<file path="src/rtl/ffm_pkg.sv">
// ----------------------------------------------------------------------------
// ffm_pkg
// Shared codes and controller/datapath interface types for the feed merge unit.
// ----------------------------------------------------------------------------
package ffm_pkg;

  localparam logic [1:0] CMD_POST     = 2'd0;
  localparam logic [1:0] CMD_FEED     = 2'd1;
  localparam logic [1:0] CMD_FOLLOW   = 2'd2;
  localparam logic [1:0] CMD_UNFOLLOW = 2'd3;

  localparam logic [1:0] ST_OK       = 2'd0;
  localparam logic [1:0] ST_EMPTY    = 2'd1;
  localparam logic [1:0] ST_REJECTED = 2'd2;

  localparam int STAMP_W = 32;
  localparam int POST_W  = 16;

  typedef struct packed {
    logic latch;
    logic dec;
    logic cnt_rd;
    logic ent_rd;
    logic next_user;
    logic emit;
  } ffm_cmd_t;

  typedef struct packed {
    logic [1:0] op;
    logic       ent_more;
    logic       last_user;
    logic       out_done;
    logic       out_last;
  } ffm_sts_t;

endpackage

</file>
<file path="src/rtl/ffm_ctrl.sv">
// ----------------------------------------------------------------------------
// ffm_ctrl
// Sequencer: decodes each item, walks the users during a feed scan and
// paces result delivery.
// ----------------------------------------------------------------------------
module ffm_ctrl (
  input  logic              clk,
  input  logic              rst_n,
  input  logic              in_tvalid,
  output logic              in_tready,
  input  ffm_pkg::ffm_sts_t sts,
  output ffm_pkg::ffm_cmd_t cmd
);
  import ffm_pkg::*;

  localparam logic [2:0] S_IDLE  = 3'd0;
  localparam logic [2:0] S_DEC   = 3'd1;
  localparam logic [2:0] S_CNT   = 3'd2;
  localparam logic [2:0] S_ENT   = 3'd3;
  localparam logic [2:0] S_FLUSH = 3'd4;
  localparam logic [2:0] S_EMIT  = 3'd5;
  localparam logic [2:0] S_OUTW  = 3'd6;

  logic [2:0] state_r, state_nxt;

  assign in_tready = (state_r == S_IDLE);

  always_comb begin
    state_nxt = state_r;
    cmd       = '0;
    case (state_r)
      S_IDLE: begin
        if (in_tvalid) begin
          cmd.latch = 1'b1;
          state_nxt = S_DEC;
        end
      end
      S_DEC: begin
        cmd.dec = 1'b1;
        case (sts.op)
          CMD_POST: state_nxt = S_OUTW;
          CMD_FEED: state_nxt = S_CNT;
          default:  state_nxt = S_IDLE;
        endcase
      end
      S_CNT: begin
        cmd.cnt_rd = 1'b1;
        state_nxt  = S_ENT;
      end
      S_ENT: begin
        if (sts.ent_more) begin
          cmd.ent_rd = 1'b1;
        end else if (sts.last_user) begin
          state_nxt = S_FLUSH;
        end else begin
          cmd.next_user = 1'b1;
          state_nxt     = S_CNT;
        end
      end
      S_FLUSH: state_nxt = S_EMIT;
      S_EMIT: begin
        cmd.emit  = 1'b1;
        state_nxt = S_OUTW;
      end
      S_OUTW: begin
        if (sts.out_done) begin
          state_nxt = sts.out_last ? S_IDLE : S_EMIT;
        end
      end
      default: state_nxt = S_IDLE;
    endcase
  end

  always_ff @(posedge clk) begin
    if (!rst_n) begin
      state_r <= S_IDLE;
    end else begin
      state_r <= state_nxt;
    end
  end

  a_emit_from_seq: assert property (@(posedge clk) disable iff (!rst_n)
    cmd.emit |-> $past(state_r) == S_OUTW || $past(state_r) == S_FLUSH)
    else $error("emit outside result sequence");
  a_ready_only_idle: assert property (@(posedge clk) disable iff (!rst_n)
    cmd.ent_rd |-> !in_tready && !cmd.next_user)
    else $error("entry read while idle");
  a_dec_after_latch: assert property (@(posedge clk) disable iff (!rst_n)
    cmd.latch |=> cmd.dec)
    else $error("decode did not follow accept");

endmodule

</file>
<file path="config.mk">
export PLATFORM = sky130hd
export DESIGN_NAME = ffm_ctrl
export DESIGN_NICKNAME = d
export VERILOG_FILES = /design/src/rtl/ffm_pkg.sv /design/src/rtl/ffm_ctrl.sv
export SDC_FILE = /design/constraint.sdc
export NUM_CORES = 1
export LEC_CHECK = 0
export ABC_AREA = 1
export BUFFER_PORTS_ARGS = -buffer_cell sky130_fd_sc_hd__buf_2
export CORE_AREA = 2 2 39 41
export CTS_CLUSTER_DIAMETER = 30
export DETAILED_ROUTE_END_ITERATION = 7
export DIE_AREA = 0 0 41 43
export PLACE_DENSITY = 0.43
export SLEW_MARGIN = 20
export SYNTH_ARGS = -nofsm -noshare
export SYNTH_HDL_FRONTEND = slang
export SYNTH_SLANG_ARGS = --single-unit
</file>
<file path="constraint.sdc">
create_clock -name clk -period 1.2 [get_ports clk]
set_input_delay 0.06 -clock clk [delete_from_list [all_inputs] [get_ports clk]]
set_output_delay 0.06 -clock clk [all_outputs]
set_load 0.01 [all_outputs]
</file>
==> reports/metrics.cfg, run 1 <==
[status]
status = completed

[sta]
rsz0062_at_grt = false
setup_viol_count_final = 0
final_hold_viol_count = 0
timing.final.crit_period_ns = 1.13
maxSlewHeadroom = 0.891
final.period_utilization = 0.939
drv_slew = 0
largest_clock_skew_in_the_final_design_ns = 0.00243
setup_tns_ns = 0
worst_max_slew_pin_slew_ns = 0.162
setup_slack_ns = 0.0729
achievable-frequency_mhz = 887

[critical_path]
critical_path_buf_inv_count = 1
cpMaxStageDelayCell = sky130_fd_sc_hd__dfxtp_4
crit_chain = nand2_1, nor2_2, nand2_1, nor2_1, buf_2
cp_top_family = flip-flops
max_stage_delay_ns = 0.37
timing_worst_setup_path_type = flop to output port
crit_top_cell = sky130_fd_sc_hd__nand2_1
critical_path_arrival_ns = 1.07
path_max_fanout = 7
critical_path.startpoint_type = flop
end_kind = output port
required_ns = 1.14

[cells_and_area]
largest_registers = state_r: 3 flops
mostFrequentLayoutCell = sky130_fd_sc_hd__buf_2
area_growth_pct = 61.5
final_net_count = 81
top_register = state_r
n_antenna_cell = 0
layout-drive-gt1-share = 0.437
largest_register_ff_count = 3
mostFrequentLayoutCells = 15 x sky130_fd_sc_hd__buf_2, 11 x sky130_fd_sc_hd__inv_1, 11 x sky130_fd_sc_hd__nand2_1
layout.cell_area.non_filler_um2 = 420

[global_routing]
grt.overflow.total = 0
grt_max_degree = 8
gr-usage-all-layers = 0.101
first_global_vias = 344
grt_antenna_before_repair = 0
grt_pass1_wl_um = 1220

[yosys]
syn-num-nets = 58
synth_compound_area_frac = 0.0913
netlist_area_um2 = 260
post_synth_fa_ha_maj_area_fraction = 0
ys_seq_area_frac = 0.231
synth_simple_gate_area_frac = 0.505
average_instance_area_after_synthesis_um2 = 5.31
dominant_combinational_cell_family_by_area_after_synthesis = simple AND/OR/NAND/NOR gates
synth.ff_latch_count = 3
ys_warn_count = 0
post_synth_inst_count = 49
synth.distinct_cells = 14
post_synth_mux_area_share = 0
xor_xnor_fraction_of_synth_area = 0

[cts]
clock_latency_ns = 0.23
clk_transition_reported_paths_ns = 0.04
numCtsBuffers = 3
longest_clk_path_bufs = 2
cts_hold_buf = 0
cts_tree = built
clock_tree.htree_level_count = 1
cts_sinks = 3
cts_root_buffer = sky130_fd_sc_hd__clkbuf_4

[power_and_ir_drop]
peak_supply_drop_v = 0.000369
power_density_nw_per_um2 = 1050
total_leakage_power_nw = 0.253

[detailed_routing]
route.final.wire_length_um = 710
count_of_unresolved_drc_violations_after_routing = 0
routed-via-count = 352
ant_nets = 0
drt_pass1_iterations = 4
drt-wirelength-per-cell_um = 8.16
vias_per_cell = 4.05
drt_iter0_drc = 5

[floorplan]
die_w_um = 41
die_area_um2 = 1760
boundary_pin_count = 16
die_y_um = 43
floorplan.initialDensity = 0.188
rows = 14
placeableCoreArea_um2 = 1380

[place]
placedInstanceArea_um2 = 363
dp_worst_setup_slack_ns = 0.0542
place.port_buffers = 15
hpwl_after_detailed_placement_um = 569
place_congestion = 0.679

[hold_path]
worst_hold_path_type = input port to flop

[flow_run]
timing.max_cap.violations = 0

-- metrics by stage --
stage	power [mW]	util	cells	hold slack, ns
finish	0.443	0.304	87	0.0896
floorplan	0.206	-	49	0.168
CTS	0.438	0.283	85	0.0898
detailed placement	0.258	0.262	81	0.326
global placement	0.259	0.262	81	0.326
global route	0.486	0.304	87	0.120
-- layout make-up --
cell class,count,area (um^2)
clock buffer,4,26.3
fill,173,963
inverter,12,45.0
multi-input combinational,34,163
sequential,3,68.8
tap,16,20.0
timing repair buffer,18,97.6
-- cell usage after synthesis --
master	instances	area share
sky130_fd_sc_hd__inv_2	1	0.014
sky130_fd_sc_hd__nand2_1	12	0.17
sky130_fd_sc_hd__nand3b_1	1	0.029
sky130_fd_sc_hd__nand2_2	1	0.024
sky130_fd_sc_hd__o21ai_0	1	0.019
sky130_fd_sc_hd__dfxtp_1	3	0.23
sky130_fd_sc_hd__nand4_1	2	0.048
sky130_fd_sc_hd__nor2_1	9	0.13
sky130_fd_sc_hd__nor2_2	1	0.024
sky130_fd_sc_hd__nand3_1	3	0.058
sky130_fd_sc_hd__a21oi_2	1	0.034
sky130_fd_sc_hd__nor3_1	1	0.019
sky130_fd_sc_hd__inv_1	11	0.16
sky130_fd_sc_hd__a21oi_1	2	0.038
-- final timing paths --
| check | slack [ns] | endpoint | cells past startpoint | from |
|---|---|---|---|---|
| worst max-delay path | 0.07 | cmd[1] | 5 | state_r[0] |
| worst min-delay path | 0.09 | state_r[1] | 3 | rst_n |
| worst max register to register | 0.14 | state_r[1] | 7 | state_r[2] |
| worst min register to register | 0.63 | state_r[0] | 3 | state_r[0] |
-- worst reg2reg max path, delay by kind of cell, from the launching register on --
kind / cells / cell delay, ns
buffers and inverters: 1 / 0.07
AO/OA/AOI/OAI: 1 / 0.05
flip-flops: 1 / 0.38
AND/OR/NAND/NOR: 5 / 0.46
-- kinds of logic (layout without fill, tap and decap cells) --
kind of cell / after synthesis / after routing
flops: 3 / 3
buf+inv: 12 / 34
simple gates: 30 / 30
compound gates: 4 / 4
-- per-layer routing --
layer / wire length [um] / part of all wire / track usage
met1: 306 / 0.43 / 0.115
met2: 377 / 0.53 / 0.156
met3: 26 / 0.037 / 0.0314
met4: 0 / 0 / 0.0600
met5: 0 / 0 / 0
-- where the power goes --
part | switching, mW | internal [mW] | total (mW)
Sequential | 0.0163 | 0.112 | 0.128
Combinational | 0.0767 | 0.0636 | 0.140
Clock | 0.0496 | 0.124 | 0.174
-- timing repair --
item | in CTS | in global routing
pin swaps | 0 | 0
setup buffers | 0 | 2
endpoints found under the setup margin | 2 | 6
resized for setup | 2 | 6
Note: power is estimated with default switching activity, not from simulation.
==> run 2: changes to the inputs <==
--- a/config.mk
+++ b/config.mk
@@ -8,6 +8,7 @@
 export ABC_AREA = 1
 export BUFFER_PORTS_ARGS = -buffer_cell sky130_fd_sc_hd__buf_2
 export CORE_AREA = 2 2 39 41
+export CTS_BUF_LIST = sky130_fd_sc_hd__clkbuf_2 sky130_fd_sc_hd__clkbuf_4 sky130_fd_sc_hd__clkbuf_8
 export CTS_CLUSTER_DIAMETER = 30
 export DETAILED_ROUTE_END_ITERATION = 7
 export DIE_AREA = 0 0 41 43
==> run 2 against run 1 <==
Against the previous run: clock skew barely moved; utilization increased by 0.27 points; die area unchanged.
==> reports/metrics.cfg, run 2 (synthesis gave the netlist of run 1 again) <==
[floorplan]
floorplan.initialDensity = 0.188
die_w_um = 41
die_y_um = 43
placeableCoreArea_um2 = 1380
die_area_um2 = 1760
boundary_pin_count = 16
rows = 14

[detailed_routing]
drt-wirelength-per-cell_um = 8.18
ant_nets = 0
vias_per_cell = 4.05
routed-via-count = 352
route.final.wire_length_um = 712
drt_iter0_drc = 5
count_of_unresolved_drc_violations_after_routing = 0
drt_pass1_iterations = 3

[critical_path]
critical_path_arrival_ns = 1.07
cp_top_family = flip-flops
worst_r2r_startpoint = state_r[2]
timing.rr.end = state_r[1]
cpMaxStageDelayCell = sky130_fd_sc_hd__dfxtp_4
end_kind = output port
required_ns = 1.14
worst-r2r-setup-slack_ns = 0.14
critical_path.startpoint_type = flop
crit_top_cell = sky130_fd_sc_hd__nand2_1
crit_chain = nand2_1, nor2_2, nand2_1, nor2_1, buf_2
max_stage_delay_ns = 0.37
critical_path_buf_inv_count = 1
timing_worst_setup_path_type = flop to output port
worstRegToRegCells = 7
path_max_fanout = 7

[cts]
cts_sinks = 3
cts_tree = built
clk_transition_reported_paths_ns = 0.04
clock_tree.htree_level_count = 1
cts_hold_buf = 0
cts_root_buffer = sky130_fd_sc_hd__clkbuf_4
longest_clk_path_bufs = 2
numCtsBuffers = 3
clock_latency_ns = 0.23

[cells_and_area]
top_register = state_r
fill_cells = 171
n_antenna_cell = 0
mostFrequentLayoutCells = 15 x sky130_fd_sc_hd__buf_2, 11 x sky130_fd_sc_hd__inv_1, 11 x sky130_fd_sc_hd__nand2_1
area_growth_pct = 63.0
final_net_count = 81
stdcell_count = 87
largest_register_ff_count = 3
mostFrequentLayoutCell = sky130_fd_sc_hd__buf_2
largest_registers = state_r: 3 flops
layout-drive-gt1-share = 0.451

[place]
dpl.cell_count = 81
hpwl_after_detailed_placement_um = 569
dp_worst_setup_slack_ns = 0.0542
place_congestion = 0.679
place.port_buffers = 15

[sta]
setup_slack_ns = 0.0721
maxSlewHeadroom = 0.891
setup_viol_count_final = 0
timing.final.crit_period_ns = 1.13
final_hold_viol_count = 0
worst_max_slew_pin_slew_ns = 0.162
drv_slew = 0
rsz0062_at_grt = true
achievable-frequency_mhz = 887
largest_clock_skew_in_the_final_design_ns = 0.00225
final.period_utilization = 0.940

[power_and_ir_drop]
p_total_mw = 0.466
total_leakage_power_nw = 0.256
power_density_nw_per_um2 = 1100
peak_supply_drop_v = 0.000340

[global_routing]
grt_max_degree = 8
gr-usage-all-layers = 0.104
grt_pass1_wl_um = 1230
grt_antenna_before_repair = 0
grt.overflow.total = 0
first_global_vias = 344

[hold_path]
worst_hold_path_type = input port to flop
min_path_cells = 3
holdCritStartpoint = rst_n
min_delay_worst_endpoint = state_r[1]

[status]
status = completed

[flow_run]
timing.max_cap.violations = 0

## run 2: cell types whose count changed in the layout (fill, tap and decap cells not counted)
| cell | previous run | this run |
|---|---|---|
| sky130_fd_sc_hd__clkbuf_1 | 1 | 0 |
| sky130_fd_sc_hd__clkbuf_4 | 3 | 4 |
## run 2: repair_timing
item,CTS,global route
resized for setup,2,6
setup endpoints to repair,2,6
pin swaps,0,0
setup buffers,0,2
## run 2: how the worst max path moves through the flow
stage,from,endpoint,slack [ns],depth (start not counted)
after floorplan,state_r[1],state_r[1],0.19,7
after global placement,state_r[1],state_r[1],0.05,7
after detailed placement,state_r[1],state_r[1],0.05,7
after CTS,state_r[1],cmd[2],0.01,5
after global routing,state_r[0],cmd[1],-0.0005,5
final,state_r[0],cmd[1],0.07,5
## run 2: area by class of cell
class	count	area, um^2	area share
Clock buffer	4	30.0	0.0708
Inverter	12	45.0	0.106
Multi-Input combinational cell	34	163	0.383
Sequential cell	3	68.8	0.162
Tap cell	16	20.0	0.0472
Timing Repair Buffer	18	97.6	0.230
## run 2: worst reg2reg max path, delay by kind of cell (launching register included)
family | cells | cell delay (ns)
AO/OA/AOI/OAI | 1 | 0.05
buffers and inverters | 1 | 0.07
flip-flops | 1 | 0.38
AND/OR/NAND/NOR | 5 | 0.46
## run 2: where the power goes
group          internal [mW]  leakage [nW]  switching (mW)
Clock                  0.147        0.0184          0.0504
Combinational         0.0636         0.212          0.0768
Sequential             0.112        0.0264          0.0164
## run 2: metal layers
layer	share of wire	vias to the layer above	track usage
li1	-	194	-
met1	0.43	153	0.115
met2	0.53	5	0.156
met3	0.037	0	0.0314
met4	0	0	0.0800
met5	0	-	0
## run 2: through the flow
stage | hold slack, ns | instance area, um^2 | utilization | TNS, ns
floorplan | 0.168 | 260 | - | 0
global placement | 0.326 | 363 | 0.262 | 0
detailed placement | 0.326 | 363 | 0.262 | 0
CTS | 0.0878 | 395 | 0.286 | 0
global route | 0.117 | 424 | 0.307 | -0.000483
finish | 0.0887 | 424 | 0.307 | 0
==> run 3: changes to the inputs <==
--- a/config.mk
+++ b/config.mk
@@ -13,7 +13,7 @@
 export DETAILED_ROUTE_END_ITERATION = 7
 export DIE_AREA = 0 0 41 43
 export PLACE_DENSITY = 0.43
-export SLEW_MARGIN = 20
+export SETUP_SLACK_MARGIN = 0.1
 export SYNTH_ARGS = -nofsm -noshare
 export SYNTH_HDL_FRONTEND = slang
 export SYNTH_SLANG_ARGS = --single-unit
==> run 3 against run 2 <==
Against the previous run: sequential power rose by 4%; sequential share of layout area fell by 2.4 points; utilization rose by 6.7 points; setup slack improved by 0.038 ns; non-clock buffer count rose by 4; clock skew barely moved.
==> reports/metrics.cfg, run 3 (synthesis gave the netlist of run 1 again) <==
[floorplan]
die_w_um = 41
floorplan.initialDensity = 0.188
rows = 14
die_y_um = 43
placeableCoreArea_um2 = 1380
die_area_um2 = 1760
boundary_pin_count = 16

[cells_and_area]
mostFrequentLayoutCell = sky130_fd_sc_hd__buf_2
area_growth_pct = 98.6
sequential_cell_area_um2 = 71.3
largest_register_ff_count = 3
largest_registers = state_r: 3 flops
fill_cells = 162
finalCoreUtilization = 0.373
layout-drive-gt1-share = 0.653
layout.cell_area.non_filler_um2 = 517
mostFrequentLayoutCells = 15 x sky130_fd_sc_hd__buf_2, 9 x sky130_fd_sc_hd__inv_1, 6 x sky130_fd_sc_hd__nand2_1, 6 x sky130_fd_sc_hd__nand2_2, 6 x sky130_fd_sc_hd__buf_4
stdcell_count = 91
n_antenna_cell = 0
final_net_count = 85
multi_input_comb_area_um2 = 219
top_register = state_r

[sta]
timing.final.crit_period_ns = 1.09
setup_tns_ns = 0
achievable-frequency_mhz = 917
final.period_utilization = 0.908
final_hold_viol_count = 0
hold_ws_ns = 0.102
drv_slew = 0
rsz0062_at_grt = true
setup_slack_ns = 0.110
worst_max_slew_pin_slew_ns = 0.194
setup_viol_count_final = 0
largest_clock_skew_in_the_final_design_ns = 0.00185
maxSlewHeadroom = 0.870

[critical_path]
cp-startpoint = state_r[0]
cp_top_family = flip-flops
critical_path.startpoint_type = flop
max_stage_delay_ns = 0.38
timing_worst_setup_path_type = flop to output port
critical_path_buf_inv_count = 1
worst-r2r-setup-slack_ns = 0.12
worst_r2r_startpoint = state_r[0]
required_ns = 1.14
crit_chain = nand2_4, nor2_4, nand2_2, nor2_1, buf_2
critical_path_arrival_ns = 1.03
cpMaxStageDelayCell = sky130_fd_sc_hd__dfxtp_4
end_kind = output port
path_max_fanout = 4

[cts]
clock_latency_ns = 0.23
numCtsBuffers = 3
longest_clk_path_bufs = 2
clock_tree.htree_level_count = 1
cts_sinks = 3
cts_hold_buf = 0
cts_root_buffer = sky130_fd_sc_hd__clkbuf_4
clk_transition_reported_paths_ns = 0.04
cts_tree = built

[flow_run]
timing.max_cap.violations = 0

[power_and_ir_drop]
total_leakage_power_nw = 0.300
p_total_mw = 0.529
peak_supply_drop_v = 0.000370
power_density_nw_per_um2 = 1020

[place]
place_congestion = 0.679
placedInstanceArea_um2 = 363
place.port_buffers = 15
dp_worst_setup_slack_ns = 0.0542
hpwl_after_detailed_placement_um = 569
dpl.cell_count = 81

[hold_path]
holdCritStartpoint = rst_n
worst_hold_path_type = input port to flop

[global_routing]
grt_pass1_wl_um = 1390
grt_max_degree = 7
gr-usage-all-layers = 0.116
grt.overflow.total = 0
grt_antenna_before_repair = 0
first_global_vias = 389

[detailed_routing]
count_of_unresolved_drc_violations_after_routing = 0
drt_pass1_iterations = 4
route.final.wire_length_um = 835
vias_per_cell = 4.18
drt-wirelength-per-cell_um = 9.18
routed-via-count = 380
drt_iter0_drc = 4
ant_nets = 0

[status]
status = completed

-- run 3: cell count changes in the layout (fill, tap and decap cells not counted), moves of 3 or more --
| cell | delta |
|---|---|
| sky130_fd_sc_hd__nand2_2 | +4 |
| sky130_fd_sc_hd__nor2_4 | +3 |
| sky130_fd_sc_hd__buf_4 | +3 |
| sky130_fd_sc_hd__nand2_1 | -5 |
-- run 3: layout make-up --
cell class,count,share of cell area
Multi-Input combinational cell,34,0.424
Timing Repair Buffer,22,0.254
Sequential cell,3,0.138
Inverter,12,0.0872
Clock buffer,4,0.0581
Tap cell,16,0.0387
-- run 3: final timing paths --
kind | endpoint | depth (start not counted)
setup / recovery | cmd[1] | 5
hold / removal | state_r[2] | 3
setup reg to reg | state_r[2] | 7
hold reg to reg | state_r[0] | 3
-- run 3: worst register-to-register path, stage by stage, from the launching register on --
cell                      delay [ns]
sky130_fd_sc_hd__dfxtp_4        0.36
sky130_fd_sc_hd__buf_4          0.15
sky130_fd_sc_hd__nor2_2         0.12
sky130_fd_sc_hd__nand2_2        0.07
sky130_fd_sc_hd__nand2_2        0.09
sky130_fd_sc_hd__nor2_4         0.05
sky130_fd_sc_hd__nand2_1        0.08
sky130_fd_sc_hd__a21oi_2        0.05
-- run 3: per-layer routing --
layer  GRT usage  vias to the layer above  wire [um]
met5           0                        -          0
met4      0.0800                        0          0
met3      0.0314                        0         32
met2       0.178                        7        488
met1       0.131                      172        314
li1            -                      201          -
-- run 3: what timing repair did --
| action | 4_1_cts | 5_1_grt |
|---|---|---|
| setup buffers | 5 | 1 |
| pin swaps | 6 | 12 |
| endpoints found under the setup margin | 8 | 10 |
| resized for setup | 10 | 18 |
-- run 3: power breakdown --
part           internal (mW)  switching (mW)  total, mW
clock                  0.147          0.0520      0.199
combinational         0.0941           0.103      0.197
sequential             0.111          0.0221      0.133
